===== config.mk =====
export PLATFORM = sky130hd
export DESIGN_NAME = go_back_n_sender_window
export DESIGN_NICKNAME = d
export VERILOG_FILES = /design/src/rtl/gbn_sw_pkg.sv /design/src/rtl/gbn_sw_ram.sv /design/src/rtl/go_back_n_sender_window.sv
export SDC_FILE = /design/constraint.sdc
export NUM_CORES = 1
export LEC_CHECK = 0
export BUFFER_PORTS_ARGS = -buffer_cell sky130_fd_sc_hd__buf_2
export CAP_MARGIN = 20
export CORE_MARGIN = 2
export CORE_UTILIZATION = 35
export DETAILED_ROUTE_END_ITERATION = 8
export GPL_ROUTABILITY_DRIVEN = 0
export HOLD_SLACK_MARGIN = 0.03
export PLACE_DENSITY = 0.46
export SYNTH_ARGS = -nofsm -noshare
export SYNTH_HDL_FRONTEND = slang
export SYNTH_HIERARCHICAL = 1
export SYNTH_SLANG_ARGS = --single-unit

===== constraint.sdc =====
create_clock -name clk -period 10.2 [get_ports clk]
set_input_delay 2.55 -clock clk [delete_from_list [all_inputs] [get_ports clk]]
set_output_delay 2.55 -clock clk [all_outputs]
set_load 0.005 [all_outputs]

===== src/rtl/gbn_sw_pkg.sv =====
// Shared types and constants for the go-back-N sender window.
// No dependencies; used by the top level and the checker.
package gbn_sw_pkg;

  localparam int WINDOW_DEPTH_DEF = 16;

  localparam int SEQ_W  = 8;
  localparam int LEN_W  = 16;
  localparam int STAT_W = 3;
  localparam int OCC_W  = 5;
  localparam int WLIM_W = 5;
  localparam int TMO_W  = 16;
  localparam int CFG_W  = 16;

  localparam logic [WLIM_W-1:0] WLIM_RST = 5'd16;
  localparam logic [TMO_W-1:0]  TMO_RST  = 16'd500;

  // configuration register indexes
  localparam logic CFG_WINDOW_LIMIT  = 1'b0;
  localparam logic CFG_TIMEOUT_TICKS = 1'b1;

  typedef enum logic [1:0] {
    K_SEND = 2'd0,
    K_ACK  = 2'd1,
    K_END  = 2'd2,
    K_TICK = 2'd3
  } kind_t;

  typedef enum logic [STAT_W-1:0] {
    ST_OK       = 3'd0,
    ST_FULL     = 3'd1,
    ST_EMPTY    = 3'd2,
    ST_NOTFOUND = 3'd3,
    ST_FINISHED = 3'd4,
    ST_BADSUM   = 3'd5,
    ST_BADFLAG  = 3'd6
  } status_t;

endpackage


===== src/rtl/gbn_sw_ram.sv =====
// Generic single-write, single-read RAM with registered read data.
// No dependencies.
module gbn_sw_ram #(
  parameter int WIDTH = 8,
  parameter int DEPTH = 16
) (
  input  logic                     clk,
  input  logic                     we,
  input  logic [$clog2(DEPTH)-1:0] waddr,
  input  logic [WIDTH-1:0]         wdata,
  input  logic [$clog2(DEPTH)-1:0] raddr,
  output logic [WIDTH-1:0]         rdata
);

  logic [WIDTH-1:0] mem [DEPTH];

  always_ff @(posedge clk) begin
    if (we) begin
      mem[waddr] <= wdata;
    end
    rdata <= mem[raddr];
  end

endmodule


===== src/rtl/go_back_n_sender_window.sv =====
// Go-back-N sender window: tracks outstanding (seq, length) pairs in a circular RAM.
// Each word is decided in EXEC and posted from RESP, after a window scan where needed; a
// timeout resend follows the scan, RSND_RD reading and RSND_WT posting each resent word,
// gated by out_ready. One word in flight: the next is taken once its last result is posted.
// Reset (sync, active low) clears control and timer state; the RAM is not cleared and
// needs no clearing pass, since entries are read only after being written.
module go_back_n_sender_window #(
  parameter int WINDOW_DEPTH = gbn_sw_pkg::WINDOW_DEPTH_DEF
) (
  input  logic                             clk,
  input  logic                             rst_n,
  // config write port
  input  logic                             cfg_we,
  input  logic                             cfg_index,
  input  logic [gbn_sw_pkg::CFG_W-1:0]     cfg_wdata,
  // input channel
  input  logic                             in_valid,
  output logic                             in_ready,
  input  logic [1:0]                       in_kind,
  input  logic [gbn_sw_pkg::SEQ_W-1:0]     in_seq,
  input  logic [gbn_sw_pkg::LEN_W-1:0]     in_seg_length,
  input  logic                             in_checksum_ok,
  input  logic                             in_flag_ok,
  // result channel
  output logic                             out_valid,
  input  logic                             out_ready,
  output logic [gbn_sw_pkg::STAT_W-1:0]    out_status,
  output logic                             out_resend_valid,
  output logic [gbn_sw_pkg::SEQ_W-1:0]     out_resend_seq,
  output logic [gbn_sw_pkg::LEN_W-1:0]     out_resend_length,
  output logic [gbn_sw_pkg::OCC_W-1:0]     out_occupancy,
  output logic                             out_last
);

  localparam int IDX_W = $clog2(WINDOW_DEPTH);
  localparam int CNT_W = $clog2(WINDOW_DEPTH + 1);
  localparam int SEQ_W = gbn_sw_pkg::SEQ_W;
  localparam int LEN_W = gbn_sw_pkg::LEN_W;
  localparam int RAM_W = SEQ_W + LEN_W;
  localparam int EXT_W = CNT_W + gbn_sw_pkg::OCC_W;

  // EXEC decides on the latched word, SRCH scans oldest-first (one RAM read per cycle,
  // compare in the cycle after the read), RSND_RD/RSND_WT walk the resend range, RESP posts
  // a single result word.
  typedef enum logic [2:0] {
    S_IDLE,
    S_EXEC,
    S_SRCH,
    S_RSND_RD,
    S_RSND_WT,
    S_RESP
  } state_t;

  state_t state_r, state_nxt;

  // config
  logic [gbn_sw_pkg::WLIM_W-1:0] wlim_r, wlim_nxt;
  logic [gbn_sw_pkg::TMO_W-1:0]  tmo_r, tmo_nxt;

  // window and timer state
  logic [IDX_W-1:0]  head_r, head_nxt;
  logic [CNT_W-1:0]  count_r, count_nxt;
  logic [SEQ_W-1:0]  timed_r, timed_nxt;
  logic              running_r, running_nxt;
  logic [gbn_sw_pkg::TMO_W-1:0] elapsed_r, elapsed_nxt;
  logic              halted_r, halted_nxt;

  // latched input word
  gbn_sw_pkg::kind_t kind_r, kind_nxt;
  logic [SEQ_W-1:0]  key_r, key_nxt;
  logic [LEN_W-1:0]  len_r, len_nxt;
  logic              sum_r, sum_nxt;
  logic              flag_r, flag_nxt;

  // sequencer scratch
  gbn_sw_pkg::status_t st_r, st_nxt;
  logic [CNT_W-1:0]  ptr_r, ptr_nxt;        // next scan position to read
  logic              cmp_vld_r, cmp_vld_nxt; // RAM data this cycle belongs to a scan read
  logic [CNT_W-1:0]  cmp_pos_r, cmp_pos_nxt; // position of that read
  logic [SEQ_W-1:0]  oldest_r, oldest_nxt;   // seq of the oldest entry, caught during scan
  logic [CNT_W-1:0]  rs_pos_r, rs_pos_nxt;   // resend walk position

  // output register
  logic                  out_valid_r, out_valid_nxt;
  gbn_sw_pkg::status_t   out_status_r, out_status_nxt;
  logic                  out_rsv_r, out_rsv_nxt;
  logic [SEQ_W-1:0]      out_rseq_r, out_rseq_nxt;
  logic [LEN_W-1:0]      out_rlen_r, out_rlen_nxt;
  logic [gbn_sw_pkg::OCC_W-1:0] out_occ_r, out_occ_nxt;
  logic                  out_last_r, out_last_nxt;

  // RAM interface
  logic              ram_we;
  logic [IDX_W-1:0]  ram_waddr;
  logic [RAM_W-1:0]  ram_wdata;
  logic [IDX_W-1:0]  ram_raddr;
  logic [RAM_W-1:0]  ram_rdata;
  logic [SEQ_W-1:0]  rd_seq;
  logic [LEN_W-1:0]  rd_len;

  // helpers
  logic [EXT_W-1:0]  cnt_ext, wlim_ext, depth_ext, lim_ext;
  logic              win_full;
  logic              out_free;
  logic [gbn_sw_pkg::TMO_W-1:0] el_inc;
  logic [CNT_W-1:0]  drop_cnt;
  logic [CNT_W-1:0]  cnt_after;
  logic [SEQ_W-1:0]  oldest_now;
  logic              scan_hit;
  logic              scan_end;

  // circular slot: (head + pos) mod depth; head < depth and pos <= depth, so one
  // conditional subtract is enough
  function automatic logic [IDX_W-1:0] slot_of(input logic [IDX_W-1:0] head,
                                               input logic [CNT_W-1:0] pos);
    logic [CNT_W:0] sum;
    sum = {{(CNT_W + 1 - IDX_W){1'b0}}, head} + {1'b0, pos};
    if (sum >= (CNT_W + 1)'(WINDOW_DEPTH)) begin
      sum = sum - (CNT_W + 1)'(WINDOW_DEPTH);
    end
    return sum[IDX_W-1:0];
  endfunction

  gbn_sw_ram #(
    .WIDTH (RAM_W),
    .DEPTH (WINDOW_DEPTH)
  ) u_store (
    .clk   (clk),
    .we    (ram_we),
    .waddr (ram_waddr),
    .wdata (ram_wdata),
    .raddr (ram_raddr),
    .rdata (ram_rdata)
  );

  assign rd_seq = ram_rdata[RAM_W-1:LEN_W];
  assign rd_len = ram_rdata[LEN_W-1:0];

  // effective limit = min(window_limit, depth); limit 0 means always full
  assign cnt_ext   = {{gbn_sw_pkg::OCC_W{1'b0}}, count_r};
  assign wlim_ext  = {{CNT_W{1'b0}}, wlim_r};
  assign depth_ext = EXT_W'(WINDOW_DEPTH);
  assign lim_ext   = (wlim_ext > depth_ext) ? depth_ext : wlim_ext;
  assign win_full  = (cnt_ext >= lim_ext);

  assign out_free = !out_valid_r || out_ready;
  assign el_inc   = (elapsed_r == '1) ? elapsed_r : elapsed_r + 1'b1;

  // scan compare works on the RAM read issued in the previous cycle
  assign scan_hit   = cmp_vld_r && (rd_seq == key_r);
  assign scan_end   = cmp_vld_r && (cmp_pos_r == count_r - CNT_W'(1));
  assign drop_cnt   = cmp_pos_r + CNT_W'(1);
  assign cnt_after  = count_r - drop_cnt;
  assign oldest_now = (cmp_vld_r && cmp_pos_r == '0) ? rd_seq : oldest_r;

  assign ram_raddr = slot_of(head_r, (state_r == S_SRCH) ? ptr_r : rs_pos_r);
  assign ram_waddr = slot_of(head_r, count_r);
  assign ram_wdata = {key_r, len_r};

  assign in_ready = (state_r == S_IDLE);

  always_comb begin
    state_nxt    = state_r;
    wlim_nxt     = wlim_r;
    tmo_nxt      = tmo_r;
    head_nxt     = head_r;
    count_nxt    = count_r;
    timed_nxt    = timed_r;
    running_nxt  = running_r;
    elapsed_nxt  = elapsed_r;
    halted_nxt   = halted_r;
    kind_nxt     = kind_r;
    key_nxt      = key_r;
    len_nxt      = len_r;
    sum_nxt      = sum_r;
    flag_nxt     = flag_r;
    st_nxt       = st_r;
    ptr_nxt      = ptr_r;
    cmp_vld_nxt  = 1'b0;
    cmp_pos_nxt  = cmp_pos_r;
    oldest_nxt   = oldest_now;
    rs_pos_nxt   = rs_pos_r;
    out_valid_nxt  = out_valid_r;
    out_status_nxt = out_status_r;
    out_rsv_nxt    = out_rsv_r;
    out_rseq_nxt   = out_rseq_r;
    out_rlen_nxt   = out_rlen_r;
    out_occ_nxt    = out_occ_r;
    out_last_nxt   = out_last_r;
    ram_we       = 1'b0;

    if (cfg_we) begin
      case (cfg_index)
        gbn_sw_pkg::CFG_WINDOW_LIMIT:  wlim_nxt = cfg_wdata[gbn_sw_pkg::WLIM_W-1:0];
        gbn_sw_pkg::CFG_TIMEOUT_TICKS: tmo_nxt  = cfg_wdata[gbn_sw_pkg::TMO_W-1:0];
        default: ;
      endcase
    end

    if (out_valid_r && out_ready) begin
      out_valid_nxt = 1'b0;
    end

    case (state_r)
      S_IDLE: begin
        if (in_valid) begin
          kind_nxt  = gbn_sw_pkg::kind_t'(in_kind);
          key_nxt   = in_seq;
          len_nxt   = in_seg_length;
          sum_nxt   = in_checksum_ok;
          flag_nxt  = in_flag_ok;
          state_nxt = S_EXEC;
        end
      end

      S_EXEC: begin
        ptr_nxt   = '0;
        state_nxt = S_RESP;
        st_nxt    = gbn_sw_pkg::ST_OK;
        if (kind_r == gbn_sw_pkg::K_SEND) begin
          // sends still work while halted
          if (win_full) begin
            st_nxt = gbn_sw_pkg::ST_FULL;
          end else begin
            ram_we    = 1'b1;
            count_nxt = count_r + CNT_W'(1);
          end
        end else if (halted_r) begin
          st_nxt = gbn_sw_pkg::ST_OK;
        end else if (kind_r inside {gbn_sw_pkg::K_ACK, gbn_sw_pkg::K_END}) begin
          if (!sum_r) begin
            st_nxt = gbn_sw_pkg::ST_BADSUM;
          end else if (!flag_r) begin
            st_nxt     = gbn_sw_pkg::ST_BADFLAG;
            halted_nxt = 1'b1;
          end else if (count_r == '0) begin
            if (kind_r == gbn_sw_pkg::K_END) begin
              st_nxt     = gbn_sw_pkg::ST_FINISHED;
              halted_nxt = 1'b1;
            end else begin
              st_nxt = gbn_sw_pkg::ST_EMPTY;
            end
          end else begin
            state_nxt = S_SRCH;
          end
        end else begin
          // tick: empty window means the timed segment is gone, stop the timer
          if (count_r == '0) begin
            running_nxt = 1'b0;
          end else begin
            key_nxt   = timed_r;
            state_nxt = S_SRCH;
          end
        end
      end

      S_SRCH: begin
        if (scan_hit) begin
          state_nxt = S_RESP;
          st_nxt    = gbn_sw_pkg::ST_OK;
          if (kind_r == gbn_sw_pkg::K_TICK) begin
            if (running_r) begin
              elapsed_nxt = el_inc;
              if (el_inc >= tmo_r) begin
                rs_pos_nxt = cmp_pos_r;
                state_nxt  = S_RSND_RD;
              end
            end
          end else begin
            // drop everything up to and including the match
            head_nxt  = slot_of(head_r, drop_cnt);
            count_nxt = cnt_after;
            if (kind_r == gbn_sw_pkg::K_END && cnt_after == '0) begin
              st_nxt     = gbn_sw_pkg::ST_FINISHED;
              halted_nxt = 1'b1;
            end
          end
        end else if (scan_end) begin
          state_nxt = S_RESP;
          if (kind_r == gbn_sw_pkg::K_TICK) begin
            // timed segment gone: restart on the oldest entry
            st_nxt      = gbn_sw_pkg::ST_OK;
            running_nxt = 1'b1;
            elapsed_nxt = '0;
            timed_nxt   = oldest_now;
          end else begin
            st_nxt = gbn_sw_pkg::ST_NOTFOUND;
          end
        end else begin
          ptr_nxt     = ptr_r + CNT_W'(1);
          cmp_vld_nxt = 1'b1;
          cmp_pos_nxt = ptr_r;
        end
      end

      S_RSND_RD: begin
        state_nxt = S_RSND_WT;
      end

      S_RSND_WT: begin
        if (out_free) begin
          out_valid_nxt  = 1'b1;
          out_status_nxt = gbn_sw_pkg::ST_OK;
          out_rsv_nxt    = 1'b1;
          out_rseq_nxt   = rd_seq;
          out_rlen_nxt   = rd_len;
          out_occ_nxt    = cnt_ext[gbn_sw_pkg::OCC_W-1:0];
          out_last_nxt   = (rs_pos_r == count_r - CNT_W'(1));
          if (rs_pos_r == count_r - CNT_W'(1)) begin
            running_nxt = 1'b1;
            elapsed_nxt = '0;
            timed_nxt   = oldest_r;
            state_nxt   = S_IDLE;
          end else begin
            rs_pos_nxt = rs_pos_r + CNT_W'(1);
            state_nxt  = S_RSND_RD;
          end
        end
      end

      S_RESP: begin
        if (out_free) begin
          out_valid_nxt  = 1'b1;
          out_status_nxt = st_r;
          out_rsv_nxt    = 1'b0;
          out_rseq_nxt   = '0;
          out_rlen_nxt   = '0;
          out_occ_nxt    = cnt_ext[gbn_sw_pkg::OCC_W-1:0];
          out_last_nxt   = 1'b1;
          state_nxt      = S_IDLE;
        end
      end

      default: begin
        state_nxt = S_IDLE;
      end
    endcase
  end

  always_ff @(posedge clk) begin
    if (!rst_n) begin
      state_r     <= S_IDLE;
      wlim_r      <= gbn_sw_pkg::WLIM_RST;
      tmo_r       <= gbn_sw_pkg::TMO_RST;
      head_r      <= '0;
      count_r     <= '0;
      timed_r     <= '0;
      running_r   <= 1'b1;
      elapsed_r   <= '0;
      halted_r    <= 1'b0;
      cmp_vld_r   <= 1'b0;
      out_valid_r <= 1'b0;
    end else begin
      state_r     <= state_nxt;
      wlim_r      <= wlim_nxt;
      tmo_r       <= tmo_nxt;
      head_r      <= head_nxt;
      count_r     <= count_nxt;
      timed_r     <= timed_nxt;
      running_r   <= running_nxt;
      elapsed_r   <= elapsed_nxt;
      halted_r    <= halted_nxt;
      cmp_vld_r   <= cmp_vld_nxt;
      out_valid_r <= out_valid_nxt;
    end
    kind_r       <= kind_nxt;
    key_r        <= key_nxt;
    len_r        <= len_nxt;
    sum_r        <= sum_nxt;
    flag_r       <= flag_nxt;
    st_r         <= st_nxt;
    ptr_r        <= ptr_nxt;
    cmp_pos_r    <= cmp_pos_nxt;
    oldest_r     <= oldest_nxt;
    rs_pos_r     <= rs_pos_nxt;
    out_status_r <= out_status_nxt;
    out_rsv_r    <= out_rsv_nxt;
    out_rseq_r   <= out_rseq_nxt;
    out_rlen_r   <= out_rlen_nxt;
    out_occ_r    <= out_occ_nxt;
    out_last_r   <= out_last_nxt;
  end

  assign out_valid         = out_valid_r;
  assign out_status        = out_status_r;
  assign out_resend_valid  = out_rsv_r;
  assign out_resend_seq    = out_rseq_r;
  assign out_resend_length = out_rlen_r;
  assign out_occupancy     = out_occ_r;
  assign out_last          = out_last_r;

endmodule


==> flow_metrics.env <==
export IMPL_post_dp_hpwl_um=31600
export IMPL_syn_inst=1405
export IMPL_final_setup_viol_count=0
export IMPL_powerDensity_mw_per_mm2=205
export IMPL_synth_top_area_share_pct=61.5
export IMPL_cts_buffers=60
export IMPL_rsz0062_at_grt="no"
export IMPL_die_h_um=258
export IMPL_fin_util_pct=41.0
export IMPL_crit_path_start_kind="flop"
export IMPL_num_io_pins=86
export IMPL_arrival_ps=5050
export IMPL_synth_compound_area_share_pct=5.29
export IMPL_overflow=0
export IMPL_synth_nets=1504
export IMPL_hold_viol_final=0
export IMPL_synth_area_per_cell_um2=16.1
export IMPL_holdBufCountCts=0
export IMPL_hold_class="flop to flop"
export IMPL_vias_per_cell=5.08
export IMPL_initial_core_util_pct=35.3
export IMPL_ir_drop_mv=0.137
export IMPL_cellLeakagePower_nw=9.07
export IMPL_path_class="flop to flop"
export IMPL_cts_tree="built"
export IMPL_setup_tns_ps=0
export IMPL_drv_cap=0
export IMPL_rows=93
export IMPL_slew_violations=0
export IMPL_synth_area_leaders="edfxtp_1, mux4_2, dfxtp_1"
export IMPL_ant_nets=0
export IMPL_synth_distinct_cells=66
export IMPL_diodes=0
export IMPL_postCtsSetupBuffers=0
export IMPL_syn_area_mm2=0.0227
export IMPL_fmax_mhz=220
export IMPL_yosys_area_top_type="edfxtp_1"
export IMPL_tightest_slew_ps=1140
export IMPL_outcome="finished clean"
export IMPL_route_vias_total=12300
export IMPL_grt_pass1_wl_um=81200
export IMPL_multi_input_area_mm2=0.00653
export IMPL_period_share_pct=44.6
export IMPL_syn2layout_area_growth_pct=16.1
export IMPL_clk_latency_ps=650
export IMPL_grt_max_degree=50
export IMPL_synth_edf_count=464
export IMPL_routedWlPerCell_um=22.5
export IMPL_firstDrtPassIters=5
export IMPL_antenna_found_initial=1
export IMPL_cp_data_required_time_ps=10700
export IMPL_synth_seq_cells=557
export IMPL_holdWs_ps=459
export IMPL_clock_sinks=557
export IMPL_final_nets=1611
export IMPL_min_period_ps=4550
export IMPL_synth_adder_area_share_pct=2.84
export IMPL_synthXorXnorAreaFrac_pct=2.01
export IMPL_synth_simple_area_share_pct=7.65
export IMPL_cp_max_fo=49
export IMPL_finalWorstSetupSlack_ps=5650
export IMPL_portBuffers=85
export IMPL_cp_end_kind="flop"
export IMPL_synth_most_common_cell="edfxtp_1"
export IMPL_grt_use_total_pct=16.3
export IMPL_fillerInstances=5858
export IMPL_async_reset_ff_share_pct=0
export IMPL_grt_pass1_vias=12600
export IMPL_dieArea_mm2=0.0668
export IMPL_relSlewSlack_pct=23.8
export IMPL_yosys_warnings=6
export IMPL_drt_iter0_drc=813
export IMPL_h_tree_depth=2
export IMPL_cts_clk_slew_worst_paths_ps=60
export IMPL_fin_skew_ps=47.3
export IMPL_yosysSeqAreaShare_pct=69.7
export IMPL_ctsResizeCount=0
export IMPL_route_detailed_drc=0
export IMPL_regArea_mm2=0.0158
export IMPL_clockBufferDepth=3
export IMPL_synth_common_cells="edfxtp_1, nand2_1, mux4_2"
export IMPL_die_x_um=258
export IMPL_synth_mux_area_share_pct=10.4
export IMPL_drt_total_wl_um=54300
export IMPL_dp_slack_ps=5590
export IMPL_drive_above_1_share_pct=22.1
export IMPL_synthFlopType="edfxtp_1"
export IMPL_synth_top_family_by_area="multiplexers"
export IMPL_core_area_mm2=0.0642
export IMPL_cts_root_buf="clkbuf_16"
[cell usage in the layout (no fill, tap or decap), drive strengths merged, types with 9 or more instances in the layout]
master  instances
a21o           13
a21oi          42
a22oi          48
and2           33
buf           114
bufinv          9
clkbuf         81
clkinv         19
dfxtp          93
edfxtp        464
ha             45
inv            33
mux2           10
mux4           96
nand2         137
nand2b         11
nand3          52
nand4          15
nor2           63
nor2b          10
nor3           13
o21ai          28
o41ai           9
xnor2          29
xor2           18
[critical path: stages, from the launching register on]
cell and delay, ps:
dfxtp_1 440, nor2b_1 240, nand2b_1 460, nand2_1 210, nand2_1 110, ha_4 180
fa_4 1360, buf_4 720, mux4_2 410, a22oi_1 200, nand2_1 80
[per-layer routing]
layer  track usage [%]  share of wire, %
met4              4.83               2.3
met2              27.5                48
met5                 0                 0
met1              22.0                46
met3              2.36               3.8
[stage by stage]
stage,instances,cell area [µm²],total power (W)
global placement,2300,24100,0.00318
detailed placement,2304,24200,0.00319
floorplan,1405,22700,0.00300
finish,2417,26300,0.00539
CTS,2416,26300,0.00548
global route,2417,26300,0.00561
[logic make-up (layout without fill, tap and decap cells)]
family,after synthesis,after routing
and+or+nand+nor,362,362
xor gates and xnor gates,49,49
buffers and inverters,102,259
muxes,114,114
DFF,557,557
AOI/OAI and AO/OA,172,172
adders and majority gates,49,49
[worst paths after layout]
path / slack [ps] / startpoint / endpoint / cells after the start
worst max-delay path: 5650 / state_r[1] / u_store/rdata[18] / 10
worst min-delay path: 460 / tmo_r[12] / tmo_r[12] / 2
worst max register to register: 5650 / state_r[1] / u_store/rdata[18] / 10
worst min register to register: 460 / tmo_r[12] / tmo_r[12] / 2
[state kept, by name, summed over array words and instances (netlist names), 8 cells and up]
register / count
tmo_r: 16
u_store/rdata: 24
elapsed_r: 16
u_store/mem: 384
oldest_r: 8
len_r: 16
out_resend_length: 16
out_resend_seq: 8
timed_r: 8
key_r: 8
[area by class of cell]
cell class              count  share of cell area (%)
flip-flops and latches    557                    60.0
multi-input cells         746                    24.8
clock buffers              81                    6.24
well taps                 855                    4.07
repair buffers            114                    2.69
clock inverters            31                    1.66
inverters                  33                   0.471
[power by group]
group	switching (W)	internal, W	total (W)
clock network	0.000905	0.00136	0.00226
registers	0.0000916	0.00260	0.00269
logic	0.000255	0.000187	0.000442
total	0.00125	0.00414	0.00539
Power figures use the tool's default switching activity.
